$ cat src/design/lwwp_pkg.sv
// Shared types and constants for the LCD window write packer.
// Used by the front, queue, back and top-level files; no dependencies.
package lwwp_pkg;

    localparam logic [8:0] DATA_FLAG = 9'h100;

    // configuration register indexes
    localparam logic [2:0] REG_PANEL_WIDTH   = 3'd0;
    localparam logic [2:0] REG_PANEL_HEIGHT  = 3'd1;
    localparam logic [2:0] REG_VALIDATE      = 3'd2;
    localparam logic [2:0] REG_OP_COLUMN_SET = 3'd3;
    localparam logic [2:0] REG_OP_PAGE_SET   = 3'd4;
    localparam logic [2:0] REG_OP_MEM_WRITE  = 3'd5;
    localparam logic [2:0] REG_OP_NO_OP      = 3'd6;

    localparam logic [7:0] RST_PANEL_WIDTH   = 8'd132;
    localparam logic [7:0] RST_PANEL_HEIGHT  = 8'd132;
    localparam logic [7:0] RST_OP_COLUMN_SET = 8'd21;
    localparam logic [7:0] RST_OP_PAGE_SET   = 8'd117;
    localparam logic [7:0] RST_OP_MEM_WRITE  = 8'd92;
    localparam logic [7:0] RST_OP_NO_OP      = 8'd37;

    // last word index of each job kind
    localparam logic [3:0] LAST_STEP_HDR   = 4'd6;
    localparam logic [3:0] LAST_STEP_PIXEL = 4'd9;
    localparam logic [3:0] LAST_STEP_TUPLE = 4'd2;
    localparam logic [3:0] TAIL_START      = 4'd7;

    typedef enum logic [1:0] {
        JOB_HDR,
        JOB_HDR_SINGLE,
        JOB_PAIR,
        JOB_SINGLE
    } job_kind_t;

    typedef struct packed {
        job_kind_t   kind;
        logic [7:0]  x_lo;
        logic [7:0]  x_hi;
        logic [7:0]  y_lo;
        logic [7:0]  y_hi;
        logic [11:0] c1;
        logic [11:0] c2;
    } job_t;

    typedef struct packed {
        logic [7:0] panel_width;
        logic [7:0] panel_height;
        logic       validate;
    } front_cfg_t;

    typedef struct packed {
        logic [7:0] column_set;
        logic [7:0] page_set;
        logic [7:0] mem_write;
        logic [7:0] no_op;
    } op_cfg_t;

endpackage

$ cat src/design/lcd_window_write_packer.sv
// Top level of the LCD window write packer: configuration registers,
// front end, job queue and word back end. Depends on lwwp_pkg and lwwp_* modules.
//
//  channel | direction | handshake            | payload
//  --------+-----------+----------------------+-------------------------------------
//  in      | input     | in_valid / in_stall  | cmd, x_start, y_start, width_req,
//          |           |                      | height_req, color
//  out     | output    | out_valid / out_stall| spi_word, last_word
//  cfg     | input     | cfg_we               | cfg_addr, cfg_wdata
//
// One request is taken per cycle while the job queue has room; each becomes up to
// ten words (draw pixel), seven for a window header, three per pixel tuple.
// Words leave at one per cycle while out_stall is low, set by the back end's
// single word sequencer; the queue takes new requests while earlier words go out.
// Reset clears the window state, the queue and loads the default configuration.
// in_stall rises only when the queue is full; out_stall holds the output word.
module lcd_window_write_packer
    import lwwp_pkg::*;
#(
    parameter int QUEUE_DEPTH = 4
)
(
    input  logic        clk,
    input  logic        rst_n,
    input  logic        cfg_we,
    input  logic [2:0]  cfg_addr,
    input  logic [7:0]  cfg_wdata,
    input  logic        in_valid,
    output logic        in_stall,
    input  logic [2:0]  cmd,
    input  logic [7:0]  x_start,
    input  logic [7:0]  y_start,
    input  logic [7:0]  width_req,
    input  logic [7:0]  height_req,
    input  logic [11:0] color,
    output logic        out_valid,
    input  logic        out_stall,
    output logic [8:0]  spi_word,
    output logic        last_word
);

    front_cfg_t fcfg_reg;
    op_cfg_t    ops_reg;

    logic accept;
    logic push;
    job_t push_job;
    logic pop;
    job_t head;
    logic q_not_empty;
    logic q_full;

    always_ff @(posedge clk or negedge rst_n)
    begin
        if (!rst_n)
        begin
            fcfg_reg.panel_width   <= RST_PANEL_WIDTH;
            fcfg_reg.panel_height  <= RST_PANEL_HEIGHT;
            fcfg_reg.validate      <= 1'b1;
            ops_reg.column_set     <= RST_OP_COLUMN_SET;
            ops_reg.page_set       <= RST_OP_PAGE_SET;
            ops_reg.mem_write      <= RST_OP_MEM_WRITE;
            ops_reg.no_op          <= RST_OP_NO_OP;
        end
        else if (cfg_we)
        begin
            case (cfg_addr)
                REG_PANEL_WIDTH:   fcfg_reg.panel_width   <= cfg_wdata;
                REG_PANEL_HEIGHT:  fcfg_reg.panel_height  <= cfg_wdata;
                REG_VALIDATE:      fcfg_reg.validate      <= cfg_wdata[0];
                REG_OP_COLUMN_SET: ops_reg.column_set     <= cfg_wdata;
                REG_OP_PAGE_SET:   ops_reg.page_set       <= cfg_wdata;
                REG_OP_MEM_WRITE:  ops_reg.mem_write      <= cfg_wdata;
                REG_OP_NO_OP:      ops_reg.no_op          <= cfg_wdata;
                default:
                begin
                end
            endcase
        end
    end

    assign in_stall = q_full;
    assign accept   = in_valid && !in_stall;

    lwwp_front u_front (
        .clk        (clk),
        .rst_n      (rst_n),
        .cfg        (fcfg_reg),
        .accept     (accept),
        .cmd        (cmd),
        .x_start    (x_start),
        .y_start    (y_start),
        .width_req  (width_req),
        .height_req (height_req),
        .color      (color),
        .push       (push),
        .push_job   (push_job)
    );

    lwwp_queue #(
        .DEPTH (QUEUE_DEPTH)
    ) u_queue (
        .clk       (clk),
        .rst_n     (rst_n),
        .push      (push),
        .push_job  (push_job),
        .pop       (pop),
        .head      (head),
        .not_empty (q_not_empty),
        .full      (q_full)
    );

    lwwp_back u_back (
        .clk        (clk),
        .rst_n      (rst_n),
        .ops        (ops_reg),
        .head       (head),
        .head_valid (q_not_empty),
        .pop        (pop),
        .out_stall  (out_stall),
        .out_valid  (out_valid),
        .spi_word   (spi_word),
        .last_word  (last_word)
    );

endmodule

$ cat src/design/lwwp_front.sv
// Front end: validates and clips requests, tracks the open window and
// turns each request into at most one job. Depends on lwwp_pkg.
module lwwp_front
    import lwwp_pkg::*;
(
    input  logic        clk,
    input  logic        rst_n,
    input  front_cfg_t  cfg,
    input  logic        accept,
    input  logic [2:0]  cmd,
    input  logic [7:0]  x_start,
    input  logic [7:0]  y_start,
    input  logic [7:0]  width_req,
    input  logic [7:0]  height_req,
    input  logic [11:0] color,
    output logic        push,
    output job_t        push_job
);

    localparam logic [2:0] CMD_DRAW       = 3'd0;
    localparam logic [2:0] CMD_BLIT_OPEN  = 3'd1;
    localparam logic [2:0] CMD_BLIT_PIXEL = 3'd2;
    localparam logic [2:0] CMD_FILL_OPEN  = 3'd3;
    localparam logic [2:0] CMD_FILL_STEP  = 3'd4;

    typedef enum logic [1:0] {
        MODE_IDLE,
        MODE_BLIT,
        MODE_FILL
    } mode_t;

    mode_t       mode_reg, mode_next;
    logic [15:0] units_reg, units_next;
    logic [11:0] held_px_reg, held_px_next;
    logic        held_v_reg, held_v_next;
    logic [11:0] fill_reg, fill_next;

    logic        offscreen;
    logic        is_blit;
    logic [8:0]  x_sum, y_sum;
    logic        x_over, y_over;
    logic        win_reject;
    logic [7:0]  cx_eff, cy_eff;
    logic [7:0]  x_end, y_end;
    logic [15:0] prod;
    logic [15:0] fill_units;
    logic [15:0] units_dec;

    assign offscreen = (x_start >= cfg.panel_width) || (y_start >= cfg.panel_height);
    assign is_blit   = (cmd == CMD_BLIT_OPEN);
    assign x_sum     = {1'b0, x_start} + {1'b0, width_req};
    assign y_sum     = {1'b0, y_start} + {1'b0, height_req};
    assign x_over    = x_sum > {1'b0, cfg.panel_width};
    assign y_over    = y_sum > {1'b0, cfg.panel_height};
    assign win_reject = cfg.validate &&
                        ((width_req == 8'd0) || (height_req == 8'd0) || offscreen ||
                         (is_blit && x_over));
    // clip fill width and any height to the screen edge
    assign cx_eff = (cfg.validate && !is_blit && x_over) ?
                    (cfg.panel_width - x_start) : width_req;
    assign cy_eff = (cfg.validate && y_over) ? (cfg.panel_height - y_start) : height_req;
    assign x_end  = x_start + cx_eff - 8'd1;
    assign y_end  = y_start + cy_eff - 8'd1;
    assign prod   = {8'd0, cx_eff} * {8'd0, cy_eff};
    assign fill_units = 16'(({1'b0, prod} + 17'd1) >> 1);
    assign units_dec  = units_reg - 16'd1;

    always_comb
    begin
        mode_next    = mode_reg;
        units_next   = units_reg;
        held_px_next = held_px_reg;
        held_v_next  = held_v_reg;
        fill_next    = fill_reg;
        push         = 1'b0;
        push_job     = '{kind: JOB_HDR, x_lo: x_start, x_hi: x_end, y_lo: y_start,
                         y_hi: y_end, c1: color, c2: color};
        if (accept)
        begin
            case (cmd)
                CMD_DRAW:
                begin
                    if (!(cfg.validate && offscreen))
                    begin
                        mode_next     = MODE_IDLE;
                        units_next    = 16'd0;
                        held_v_next   = 1'b0;
                        push          = 1'b1;
                        push_job.kind = JOB_HDR_SINGLE;
                        push_job.x_hi = x_start;
                        push_job.y_hi = y_start;
                    end
                end
                CMD_BLIT_OPEN, CMD_FILL_OPEN:
                begin
                    if (!win_reject)
                    begin
                        held_v_next = 1'b0;
                        push        = 1'b1;
                        if (is_blit)
                        begin
                            units_next = prod;
                            mode_next  = (prod != 16'd0) ? MODE_BLIT : MODE_IDLE;
                        end
                        else
                        begin
                            units_next = fill_units;
                            fill_next  = color;
                            mode_next  = (fill_units != 16'd0) ? MODE_FILL : MODE_IDLE;
                        end
                    end
                end
                CMD_BLIT_PIXEL:
                begin
                    if (mode_reg == MODE_BLIT && units_reg != 16'd0)
                    begin
                        units_next = units_dec;
                        if (held_v_reg)
                        begin
                            push          = 1'b1;
                            push_job.kind = JOB_PAIR;
                            push_job.c1   = held_px_reg;
                            held_v_next   = 1'b0;
                        end
                        else if (units_dec == 16'd0)
                        begin
                            push          = 1'b1;
                            push_job.kind = JOB_SINGLE;
                        end
                        else
                        begin
                            // hold first pixel of the pair
                            held_px_next = color;
                            held_v_next  = 1'b1;
                        end
                        if (units_dec == 16'd0)
                        begin
                            mode_next   = MODE_IDLE;
                            held_v_next = 1'b0;
                        end
                    end
                end
                CMD_FILL_STEP:
                begin
                    if (mode_reg == MODE_FILL && units_reg != 16'd0)
                    begin
                        units_next    = units_dec;
                        push          = 1'b1;
                        push_job.kind = JOB_PAIR;
                        push_job.c1   = fill_reg;
                        push_job.c2   = fill_reg;
                        if (units_dec == 16'd0)
                        begin
                            mode_next = MODE_IDLE;
                        end
                    end
                end
                default:
                begin
                end
            endcase
        end
    end

    always_ff @(posedge clk or negedge rst_n)
    begin
        if (!rst_n)
        begin
            mode_reg    <= MODE_IDLE;
            units_reg   <= 16'd0;
            held_px_reg <= 12'd0;
            held_v_reg  <= 1'b0;
            fill_reg    <= 12'd0;
        end
        else
        begin
            mode_reg    <= mode_next;
            units_reg   <= units_next;
            held_px_reg <= held_px_next;
            held_v_reg  <= held_v_next;
            fill_reg    <= fill_next;
        end
    end

    a_open_owes_units: assert property (@(posedge clk) disable iff (!rst_n)
        (mode_reg != MODE_IDLE) |-> (units_reg != 16'd0))
        else $error("window open with no units owed");

    a_held_in_blit: assert property (@(posedge clk) disable iff (!rst_n)
        held_v_reg |-> (mode_reg == MODE_BLIT))
        else $error("held pixel outside a blit window");

endmodule

$ cat src/design/lwwp_queue.sv
// Short job queue between front and back ends.
// Depends on lwwp_pkg for the job type.
module lwwp_queue
    import lwwp_pkg::*;
#(
    parameter int DEPTH = 4
)
(
    input  logic clk,
    input  logic rst_n,
    input  logic push,
    input  job_t push_job,
    input  logic pop,
    output job_t head,
    output logic not_empty,
    output logic full
);

    localparam int PTR_W = (DEPTH > 1) ? $clog2(DEPTH) : 1;
    localparam int CNT_W = $clog2(DEPTH + 1);

    job_t             entry_reg [DEPTH];
    logic [PTR_W-1:0] wr_ptr_reg, wr_ptr_next;
    logic [PTR_W-1:0] rd_ptr_reg, rd_ptr_next;
    logic [CNT_W-1:0] count_reg, count_next;

    assign head      = entry_reg[rd_ptr_reg];
    assign not_empty = (count_reg != '0);
    assign full      = (count_reg == CNT_W'(DEPTH));

    always_comb
    begin
        wr_ptr_next = wr_ptr_reg;
        rd_ptr_next = rd_ptr_reg;
        count_next  = count_reg;
        if (push)
        begin
            wr_ptr_next = (wr_ptr_reg == PTR_W'(DEPTH - 1)) ? '0 : wr_ptr_reg + PTR_W'(1);
        end
        if (pop)
        begin
            rd_ptr_next = (rd_ptr_reg == PTR_W'(DEPTH - 1)) ? '0 : rd_ptr_reg + PTR_W'(1);
        end
        if (push && !pop)
        begin
            count_next = count_reg + CNT_W'(1);
        end
        else if (pop && !push)
        begin
            count_next = count_reg - CNT_W'(1);
        end
    end

    always_ff @(posedge clk or negedge rst_n)
    begin
        if (!rst_n)
        begin
            wr_ptr_reg <= '0;
            rd_ptr_reg <= '0;
            count_reg  <= '0;
        end
        else
        begin
            wr_ptr_reg <= wr_ptr_next;
            rd_ptr_reg <= rd_ptr_next;
            count_reg  <= count_next;
        end
    end

    always_ff @(posedge clk)
    begin
        if (push)
        begin
            entry_reg[wr_ptr_reg] <= push_job;
        end
    end

    a_no_push_full: assert property (@(posedge clk) disable iff (!rst_n)
        push |-> !full)
        else $error("job pushed into full queue");

    a_no_pop_empty: assert property (@(posedge clk) disable iff (!rst_n)
        pop |-> not_empty)
        else $error("job popped from empty queue");

endmodule

$ cat src/design/lwwp_back.sv
// Back end: expands the head job into serial words, one per cycle unless out_stall
// holds the output, through a registered output stage. Depends on lwwp_pkg.
module lwwp_back
    import lwwp_pkg::*;
(
    input  logic       clk,
    input  logic       rst_n,
    input  op_cfg_t    ops,
    input  job_t       head,
    input  logic       head_valid,
    output logic       pop,
    input  logic       out_stall,
    output logic       out_valid,
    output logic [8:0] spi_word,
    output logic       last_word
);

    logic [3:0] step_reg, step_next;
    logic       out_valid_reg, out_valid_next;
    logic [8:0] word_reg;
    logic       last_reg;

    logic       load;
    logic [3:0] last_step;
    logic       at_end;
    logic       in_header;
    logic [1:0] tail_idx;
    logic       is_pair;
    logic [8:0] word;
    logic       word_last;

    always_comb
    begin
        case (head.kind)
            JOB_HDR:        last_step = LAST_STEP_HDR;
            JOB_HDR_SINGLE: last_step = LAST_STEP_PIXEL;
            default:        last_step = LAST_STEP_TUPLE;
        endcase
    end

    assign at_end    = (step_reg == last_step);
    assign in_header = ((head.kind == JOB_HDR) || (head.kind == JOB_HDR_SINGLE)) &&
                       (step_reg < TAIL_START);
    assign tail_idx  = (head.kind == JOB_HDR_SINGLE) ? 2'(step_reg - TAIL_START)
                                                     : step_reg[1:0];
    assign is_pair   = (head.kind == JOB_PAIR);

    always_comb
    begin
        word_last = 1'b0;
        if (in_header)
        begin
            case (step_reg[2:0])
                3'd0:    word = {1'b0, ops.column_set};
                3'd1:    word = DATA_FLAG | {1'b0, head.x_lo};
                3'd2:    word = DATA_FLAG | {1'b0, head.x_hi};
                3'd3:    word = {1'b0, ops.page_set};
                3'd4:    word = DATA_FLAG | {1'b0, head.y_lo};
                3'd5:    word = DATA_FLAG | {1'b0, head.y_hi};
                default:
                begin
                    word      = {1'b0, ops.mem_write};
                    word_last = 1'b1;
                end
            endcase
        end
        else
        begin
            case (tail_idx)
                2'd0: word = DATA_FLAG | {1'b0, head.c1[11:4]};
                2'd1: word = DATA_FLAG |
                             {1'b0, head.c1[3:0], (is_pair ? head.c2[11:8] : 4'h0)};
                default:
                begin
                    // an unpaired pixel ends with a no-op command
                    word      = is_pair ? (DATA_FLAG | {1'b0, head.c2[7:0]})
                                        : {1'b0, ops.no_op};
                    word_last = 1'b1;
                end
            endcase
        end
    end

    assign load = head_valid && (!out_valid_reg || !out_stall);
    assign pop  = load && at_end;

    always_comb
    begin
        step_next      = step_reg;
        out_valid_next = out_valid_reg && out_stall;
        if (load)
        begin
            out_valid_next = 1'b1;
            step_next      = at_end ? 4'd0 : step_reg + 4'd1;
        end
    end

    always_ff @(posedge clk or negedge rst_n)
    begin
        if (!rst_n)
        begin
            step_reg      <= 4'd0;
            out_valid_reg <= 1'b0;
        end
        else
        begin
            step_reg      <= step_next;
            out_valid_reg <= out_valid_next;
        end
    end

    always_ff @(posedge clk)
    begin
        if (load)
        begin
            word_reg <= word;
            last_reg <= word_last;
        end
    end

    assign out_valid = out_valid_reg;
    assign spi_word  = word_reg;
    assign last_word = last_reg;

    a_step_idle_zero: assert property (@(posedge clk) disable iff (!rst_n)
        !head_valid |-> (step_reg == 4'd0))
        else $error("word counter mid-job with empty queue");

    a_step_range: assert property (@(posedge clk) disable iff (!rst_n)
        head_valid |-> (step_reg <= last_step))
        else $error("word counter past end of job");

endmodule

$ cat config.mk
export PLATFORM = sky130hd
export DESIGN_NAME = lcd_window_write_packer
export DESIGN_NICKNAME = d
export VERILOG_FILES = /design/src/design/lwwp_pkg.sv /design/src/design/lcd_window_write_packer.sv /design/src/design/lwwp_front.sv /design/src/design/lwwp_queue.sv /design/src/design/lwwp_back.sv
export SDC_FILE = /design/constraint.sdc
export NUM_CORES = 1
export LEC_CHECK = 0
export ABC_AREA = 1
export BUFFER_PORTS_ARGS = -buffer_cell sky130_fd_sc_hd__buf_4
export CORE_UTILIZATION = 35
export CTS_CLUSTER_SIZE = 10
export DETAILED_ROUTE_END_ITERATION = 8
export MAX_ROUTING_LAYER = met4
export PLACE_DENSITY = 0.53
export SLEW_MARGIN = 20
export SYNTH_ARGS = -nofsm -noshare
export SYNTH_HDL_FRONTEND = slang
export SYNTH_SLANG_ARGS = --single-unit
$ cat constraint.sdc
create_clock -name clk -period 13.4 [get_ports clk]
set_input_delay 0.67 -clock clk [delete_from_list [all_inputs] [get_ports clk]]
set_output_delay 0.67 -clock clk [all_outputs]
set_load 0.005 [all_outputs]
After elaboration in Yosys (flattened, before gate mapping)
Memories as Yosys holds them, arrays and structs flattened.
Index checks and enable logic that the tools add are counted.
- register bits: 114
- memory bits (writable): 232
- memories: 1
- add/sub/neg operators: 16
- $mul: 1
- magnitude comparators: 5
- eq/ne operators: 28
- mux-type cells: 67
- bitwise logic cells: 4
- reductions and logical operators: 56
- memory list (name ; words ; bits a word ; rd ports ; clocked after Yosys merged registers in ; write ports ; RTL line ; RTL):
    u_queue.entry_reg ; 4 ; 58 ; 1 ; 0 ; 1 ; lwwp_queue.sv:22 ; job_t entry_reg [DEPTH];
- operator list (kind ; count):
    $mux W16 ; 5
    $pmux W16 S4 ; 1
    $mux W8 ; 7
    $pmux W9 S6 ; 1
    $reduce_bool A16 Y1 ; 3
    $mux W12 ; 3
    $mux W32 ; 1
    $mux W2 ; 15
    $mux W24 ; 1
    $pmux W12 S2 ; 1
    $eq A3 B3 Y1 const B ; 7
    $mux W1 ; 20
    $add A8 B8 Y9 ; 2
    $eq A3 B2 Y1 const B ; 6
    $gt A9 B8 Y1 ; 2
    $mux W9 ; 2
    $pmux W9 S2 ; 1
    $add A16 B1 Y17 const B ; 1
    $add A8 B8 Y8 ; 2
    $ge A8 B8 Y1 ; 2
    $logic_not A16 Y1 ; 1
    $logic_not A8 Y1 ; 2
    $mul A8 B8 Y16 ; 1
    $sub A16 B1 Y16 const B ; 1
    other kinds (36) ; 89

Logic depth before layout (Yosys ltp)
Gate-level depths: netlist (run 1).
- depth in word-level cells: 12
- gate-level depth with buffers: 49

Modules after synthesis
Synthesis (run 1) repeated with hierarchy kept, for this count alone.
- cells, all modules: 2578
- area total of the unflattened synthesis: 22700.5 um^2
- by module, submodules not included (module ; instances ; cells an instance ; area each (um^2) ; seq. area each (um^2)):
    lwwp_queue ; 1 ; 730 ; 10357.4 ; 7141.8
    lwwp_front ; 1 ; 1329 ; 8660.8 ; 1076.0
    lcd_window_write_packer ; 1 ; 227 ; 2025.7 ; 1251.2
    lwwp_back ; 1 ; 292 ; 1656.6 ; 425.4

Worst setup path before layout (run 1)
No wires, ideal clock.
- path kind: input -> register
- start point: in x_start[0]
- end point: reg u_front.mode_reg[1]
- setup time: 0.118 ns
- arrival: 7.212 ns
- data required time: 13.282 ns
- path slack: 6.070 ns
- stages on the path: 41
- cells stage by stage: ha_1 > inv_1 > fa_1 > o21ai_1 > a31oi_1 > xnor2_1 > ha_1 > a21o_1 > a21oi_1 > nand2_1 > nand2_1 > nand2_1 > nand2_2 > clkbuf_1 > nand2_1 > o21ai_0 > clkinv_1 > nor2_1 > (+5 left out) > inv_1 > ha_1 > a21oi_1 > nor2_1 > nor2_1 > nand2_1 > nand2_1 > nand2_1 > nor2_1 > nand3_1 > nor2_1 > nand4_1 > nand2_1 > nand2_1 > nor2_1 > nand3_1 > nand3_1 > nand2_1
- word-level cells in the longest chain between the ends: 11
- elaborated cells between the ends (all ways): 22
- classes of those cells: add/sub (3); mul (1); order compare (2); eq/ne (2); mux (5); reduce/logical (9)
- ends and longest elaborated chain (what ; RTL line ; RTL):
    start: declaration ; lcd_window_write_packer.sv:31 ; input logic [7:0] x_start,
    $add A8 B8 Y9 ; lwwp_front.sv:51 ; assign x_sum = {1'b0, x_start} + {1'b0, width_req};
    $gt A9 B8 Y1 ; lwwp_front.sv:53 ; assign x_over = x_sum > {1'b0, cfg.panel_width};
    $logic_and A1 B1 Y1 ; lwwp_front.sv:59 ; assign cx_eff = (cfg.validate && !is_blit && x_over) ?
    $mux W8 ; lwwp_front.sv:59 ;
    $mul A8 B8 Y16 ; lwwp_front.sv:64 ; assign prod = {8'd0, cx_eff} * {8'd0, cy_eff};
    $add A16 B1 Y17 ; lwwp_front.sv:65 ; assign fill_units = 16'(({1'b0, prod} + 17'd1) >> 1);
    $reduce_bool A16 Y1 ; lwwp_front.sv:109 ; mode_next = (fill_units != 16'd0) ? MODE_FILL : MODE_IDLE;
    $mux W2 ; lwwp_front.sv:109 ;
    $mux W2 ; lwwp_front.sv:100 ; if (is_blit)
    $mux W2 ; lwwp_front.sv:96 ; if (!win_reject)
    $pmux W2 S4 ; lwwp_front.sv:80 ; case (cmd)
    end signal: assignment ; lwwp_front.sv:177 ; mode_reg <= mode_next;
    end: declaration ; lwwp_front.sv:32 ; mode_t mode_reg, mode_next;
Parallel ways exist; a longest one is shown, timed or not. The select of a mux whose other input is x is not followed.
A chain may end at the register's enable or synchronous reset.

Worst setup path in the final report (run 1)
- start point: in x_start[2]
- end point: reg u_front.mode_reg[1]
Same word-level chain as after synthesis.

==> results of run 1 <==
==> through the flow <==
stage,instance area (µm²),worst slack (ns)
global route,23300,4.64
CTS,23200,5.32
floorplan,20600,6.07
detailed placement,22000,4.74
global placement,22000,4.71
finish,23300,5.26
==> cells in the mapped netlist, types with 23 or more instances <==
| cell | number | share of area, % |
|---|---|---|
| fa_1 | 43 | 4.2 |
| nand4_1 | 23 | 0.70 |
| edfxtp_1 | 242 | 35 |
| nand3_1 | 67 | 1.6 |
| o21ai_0 | 273 | 6.6 |
| a21oi_1 | 77 | 1.9 |
| dfrtp_1 | 84 | 10 |
| clkbuf_1 | 55 | 1.0 |
| xor2_1 | 34 | 1.4 |
| nand2_1 | 404 | 7.4 |
| inv_1 | 294 | 5.4 |
| ha_1 | 125 | 7.6 |
| nor2_1 | 289 | 5.3 |
| o22ai_1 | 61 | 1.9 |
==> per-layer routing <==
metal	part of all wire, %	wire [µm]	global-route usage [%]
met1	45	28000	28.2
met2	48	29800	35.3
met3	4.5	2750	2.70
met4	1.6	1010	4.76
met5	0	0	-
==> cells in the final DEF, fill, tap and decap left out, drive strengths merged, types with 14 or more instances in the layout <==
| cell | instances |
|---|---|
| nand2 | 412 |
| inv | 306 |
| nor2 | 302 |
| o21ai | 283 |
| edfxtp | 242 |
| ha | 125 |
| buf | 88 |
| dfrtp | 84 |
| a21oi | 77 |
| nand3 | 73 |
| clkbuf | 72 |
| o22ai | 61 |
| fa | 43 |
| xor2 | 36 |
| nand4 | 24 |
| xnor2 | 23 |
| dfstp | 20 |
| a31oi | 19 |
| a22oi | 17 |
| nor3 | 14 |
| clkinv | 14 |
==> logic make-up (layout without fill, tap and decap cells) <==
logic type      after synthesis  after routing  share of synthesized area, %
buf+inv                     382            480                          7.02
fa+ha+maj                   168            168                          11.8
compound gates              498            498                          13.5
flops                       346            346                          48.0
simple gates                848            848                          17.1
xor+xnor                     59             59                          2.61
==> worst min path at each step <==
stage	start	end	slack, ns	cells after the start
2_1_floorplan	rst_n	fcfg_reg[10]	0.37	0
3_3_place_gp	u_front.held_px_reg[7]	u_front.held_px_reg[7]	0.46	2
3_5_place_dp	u_front.held_px_reg[4]	u_front.held_px_reg[4]	0.47	2
4_1_cts	rst_n	u_front.held_px_reg[11]	0.10	1
5_1_grt	rst_n	u_front.held_px_reg[11]	0.13	1
6_report	rst_n	u_front.held_px_reg[11]	0.09	1
==> final cells by class <==
class,count,share of cell area (%)
Clock buffer,72,5.14
Timing Repair Buffer,88,2.84
Inverter,315,5.09
Clock inverter,5,0.140
Tap cell,765,4.12
Multi-Input combinational cell,1573,40.1
Sequential cell,346,42.6
==> worst max-delay path: cells and delay by family <==
family                   cells  cell delay [ns]
adder cells (fa/ha/maj)      7             3.08
AND/OR/NAND/NOR             24             2.63
AO/OA/AOI/OAI                6             1.26
buffers and inverters        5             0.85
XOR/XNOR                     1             0.10
==> flow_metrics.env, run 1 <==
export IMPL_outcome="complete, no violations"
export IMPL_synth_edff_count=242
export IMPL_syn_cell_area_um2=20600
export IMPL_drive_gt1_share_pct=8.96
export IMPL_drc=0
export IMPL_multi_input_area_um2=9330
export IMPL_startpoint="x_start[2]"
export IMPL_synthCells=2301
export IMPL_start_kind="input port"
export IMPL_first_global_vias=16089
export IMPL_yosysWarnings=0
export IMPL_arrival_ns=8.59
export IMPL_ys_types=53
export IMPL_min_period_ns=8.14
export IMPL_antenna_found_initial=0
export IMPL_grt_pass1_wl_mm=96.4
export IMPL_vias=16296
export IMPL_r2r_cells=37
export IMPL_die_w_um=245
export IMPL_ant_nets=0
export IMPL_max_stage_delay_ns=0.55
export IMPL_fillerInstances=5808
export IMPL_htreeDepth=2
export IMPL_critPathCaptureType="flip-flop"
export IMPL_start_util_pct=35.6
export IMPL_layout_cells_non_filler=3164
export IMPL_grtUsageTotal_pct=21.4
export IMPL_clockBufferDepth=3
export IMPL_final_hold_violation_count=0
export IMPL_io_pins=75
export IMPL_seq_area_um2=9900
export IMPL_n_antenna_cell=0
export IMPL_grt_start_max_net_pins=66
export IMPL_slowest_stage="fa_1"
export IMPL_drt_iter0_drc=1258
export IMPL_maxSlewHeadroom_pct=23.9
export IMPL_synth_area_per_cell_um2=8.96
export IMPL_nNetsFinal=2597
export IMPL_fmax_mhz=123
export IMPL_worst_r2r_startpoint="fcfg_reg[11]"
export IMPL_avgRoutedWirePerCell_um=19.5
export IMPL_gr_total_overflow=0
export IMPL_dpl_hpwl_mm=43.7
export IMPL_worstSetupPathType="in2reg"
export IMPL_cts_sinks=346
export IMPL_clk_transition_reported_paths_ns=0.06
export IMPL_cts_repair_resized=0
export IMPL_maxSlewViolCount=0
export IMPL_required_ns=13.85
export IMPL_synthToLayoutAreaGrowth_pct=12.7
export IMPL_cts_tree="yes"
export IMPL_wl_mm=61.6
export IMPL_coreArea_um2=57900
export IMPL_fin_hold_ws_ns=0.0941
export IMPL_crit_path_frequent_cell="nand2_1"
export IMPL_fp_row_count=88
export IMPL_fin_skew_ns=0.0385
export IMPL_period_share_pct=60.7
export IMPL_final_setup_viol_count=0
export IMPL_hp_class="in2async"
export IMPL_hold_buffers=0
export IMPL_utilization_pct=40.1
export IMPL_cap_violations=0
export IMPL_crit_fanout=14
export IMPL_worst_pin_slew_ns=1.14
export IMPL_rsz0062_at_grt="no"
export IMPL_dp_cells=3087
export IMPL_numCtsBuffers=42
export IMPL_first_pass_iters=5
export IMPL_synth_seq_cells=346
export IMPL_yosysSeqAreaShare_pct=48.0
export IMPL_gp_congestion=0.889
export IMPL_viasPerCell=5.15
export IMPL_die_h_um=245
export IMPL_critPathCapture="u_front.mode_reg[1]"
export IMPL_numPortBuffers=74
export IMPL_dieArea_um2=59900
export IMPL_post_cts_setup_buffers=0
export IMPL_synth_async_reset_ratio_pct=30.1
export IMPL_r2r_slack_ns=6.09
export IMPL_clockRootBuffer="clkbuf_16"
export IMPL_ys_flop_type="edfxtp_1"
export IMPL_largest_reg_flops=232
export IMPL_fin_setup_tns_ns=0
export IMPL_syn_nets=2532
export IMPL_regToRegEndpoint="u_front.mode_reg[1]"
export IMPL_clkLatencyLatePin_ns=0.56
Power of run 1 is not shown: default switching activity piles up to over one toggle a cycle in this logic, so the estimate is an artifact.
==> run 2: changes to the inputs <==
==> constraint.sdc (replaced) <==
create_clock -name clk -period 8.1 [get_ports clk]
set_input_delay 0.405 -clock clk [delete_from_list [all_inputs] [get_ports clk]]
set_output_delay 0.405 -clock clk [all_outputs]
set_load 0.005 [all_outputs]
==> run 2 against run 1 <==
Utilization rose by 0.23 points. Critical endpoint is now u_front.mode_reg[0]. Global-route usage fell by 0.078 points. Critical path depth down 8. Worst setup slack got worse by 4.5 ns. Register-to-register slack got worse by 4.9 ns. Design area is 0.58% higher. Clock skew decreased by 0.017 ns. Sequential share of layout area fell by 0.25 points. Final cell count increased by 0.41%.
==> flow_metrics.env, run 2 (synthesized netlist as in run 1, its figures left out) <==
export IMPL_first_pass_iters=5
export IMPL_die_h_um=245
export IMPL_largest_reg_flops=232
export IMPL_final_common_cell="nand2_1"
export IMPL_coreArea_um2=57900
export IMPL_numPortBuffers=74
export IMPL_die_w_um=245
export IMPL_crit_path_frequent_cell="nand2_1"
export IMPL_drt_iter0_drc=1239
export IMPL_crit_cells=35
export IMPL_critPathCaptureType="flip-flop"
export IMPL_hp_class="in2reg"
export IMPL_dpl_hpwl_mm=44.0
export IMPL_hp_start="out_stall"
export IMPL_cts_tree="yes"
export IMPL_startpoint="y_start[0]"
export IMPL_grt_start_max_net_pins=67
export IMPL_period_share_pct=91.1
export IMPL_htreeDepth=2
export IMPL_regToRegEndpoint="u_front.mode_reg[0]"
export IMPL_critPathCapture="u_front.mode_reg[0]"
export IMPL_min_period_ns=7.38
export IMPL_nNetsFinal=2609
export IMPL_fillerInstances=5815
export IMPL_final_setup_viol_count=0
export IMPL_crit_family="adder cells"
export IMPL_crit_fanout=15
export IMPL_required_ns=8.52
export IMPL_cts_sinks=346
export IMPL_grt_pass1_wl_mm=95.1
export IMPL_cap_violations=0
export IMPL_worst_pin_slew_ns=1.07
export IMPL_arrival_ns=7.80
export IMPL_clockRootBuffer="clkbuf_16"
export IMPL_drc=0
export IMPL_viasPerCell=5.16
export IMPL_clk_transition_reported_paths_ns=0.05
export IMPL_gp_congestion=0.909
export IMPL_outcome="complete, no violations"
export IMPL_cp_num_buf_inv=6
export IMPL_fp_row_count=88
export IMPL_avgRoutedWirePerCell_um=19.5
export IMPL_final_hold_violation_count=0
export IMPL_numCtsBuffers=42
export IMPL_dieArea_um2=59900
export IMPL_final_cell_mix="nand2_1, inv_1, nor2_1, o21ai_0, edfxtp_1"
export IMPL_slowest_stage="fa_1"
export IMPL_start_util_pct=35.6
export IMPL_start_kind="input port"
export IMPL_layout_cells_non_filler=3177
export IMPL_worstSetupPathType="in2reg"
export IMPL_wl_mm=61.8
export IMPL_clkLatencyLatePin_ns=0.55
export IMPL_drive_gt1_share_pct=9.50
export IMPL_ant_nets=0
export IMPL_r2r_cells=28
export IMPL_max_stage_delay_ns=0.55
export IMPL_rsz0062_at_grt="no"
export IMPL_fin_skew_ns=0.0212
export IMPL_fin_setup_tns_ns=0
export IMPL_post_cts_setup_buffers=0
export IMPL_first_global_vias=16131
export IMPL_gr_total_overflow=0
export IMPL_dp_cells=3098
export IMPL_clockBufferDepth=3
export IMPL_grtUsageTotal_pct=21.4
export IMPL_vias=16382
export IMPL_maxSlewHeadroom_pct=28.3
export IMPL_synthToLayoutAreaGrowth_pct=13.4
export IMPL_antenna_found_initial=0
export IMPL_io_pins=75
export IMPL_worst_r2r_startpoint="fcfg_reg[1]"
export IMPL_maxSlewViolCount=0
export IMPL_fmax_mhz=135
export IMPL_r2r_slack_ns=1.23
[run 2: final cells by class]
cell class                      instances  area, µm²  share of cell area [%]
Sequential cell                       346       9900                    42.3
Inverter                              315       1180                    5.06
Clock buffer                           71       1210                    5.18
Tap cell                              765        957                    4.09
Clock inverter                          6       56.3                   0.241
Timing Repair Buffer                  100        753                    3.22
Antenna cell                            1       2.50                  0.0107
Multi-Input combinational cell       1573       9330                    39.9
[run 2: how the worst min path moves through the flow]
stage                                          end  slack, ns  depth (start not counted)
after floorplan                       fcfg_reg[10]       0.11                          0
after global placement     u_front.held_px_reg[11]       0.46                          1
after detailed placement      u_front.fill_reg[11]       0.46                          1
after CTS                         u_back.out_valid       0.05                          3
after global routing      u_queue.entry_reg[0][49]       0.08                          1
final                             u_back.out_valid       0.08                          3
[run 2: timing repair]
| item | CTS | global route |
|---|---|---|
| hold buffers | 1 | 0 |
| gates resized for setup | 0 | 7 |
| endpoints found under the hold margin | 44 | 0 |
| setup endpoints to repair | 0 | 4 |
[run 2: worst min-delay path, cell delays in order]
cell and delay [ns]:
buf_4 0.09, nand2_1 0.04, nand4_1 0.06
[run 2: layer usage]
metal / global-route usage (%) / vias to the layer above / wire [µm]
li1: - / 7934 / -
met1: 27.7 / 7962 / 28000
met2: 34.7 / 399 / 29300
met3: 2.71 / 87 / 2740
met4: 6.71 / 0 / 1770
met5: - / - / 0
[run 2: stage by stage]
step	area, µm²	setup WS [ns]	utilization (%)	hold WS (ns)
after CTS	23400	0.537	40.4	0.0518
after global routing	23400	0.00407	40.4	0.0810
after floorplan	20600	1.04	-	0.109
final	23400	0.719	40.4	0.0817
after detailed placement	22100	-0.00784	38.2	0.462
after global placement	22100	0.102	38.2	0.457
Power of run 2 is left out for the same reason.
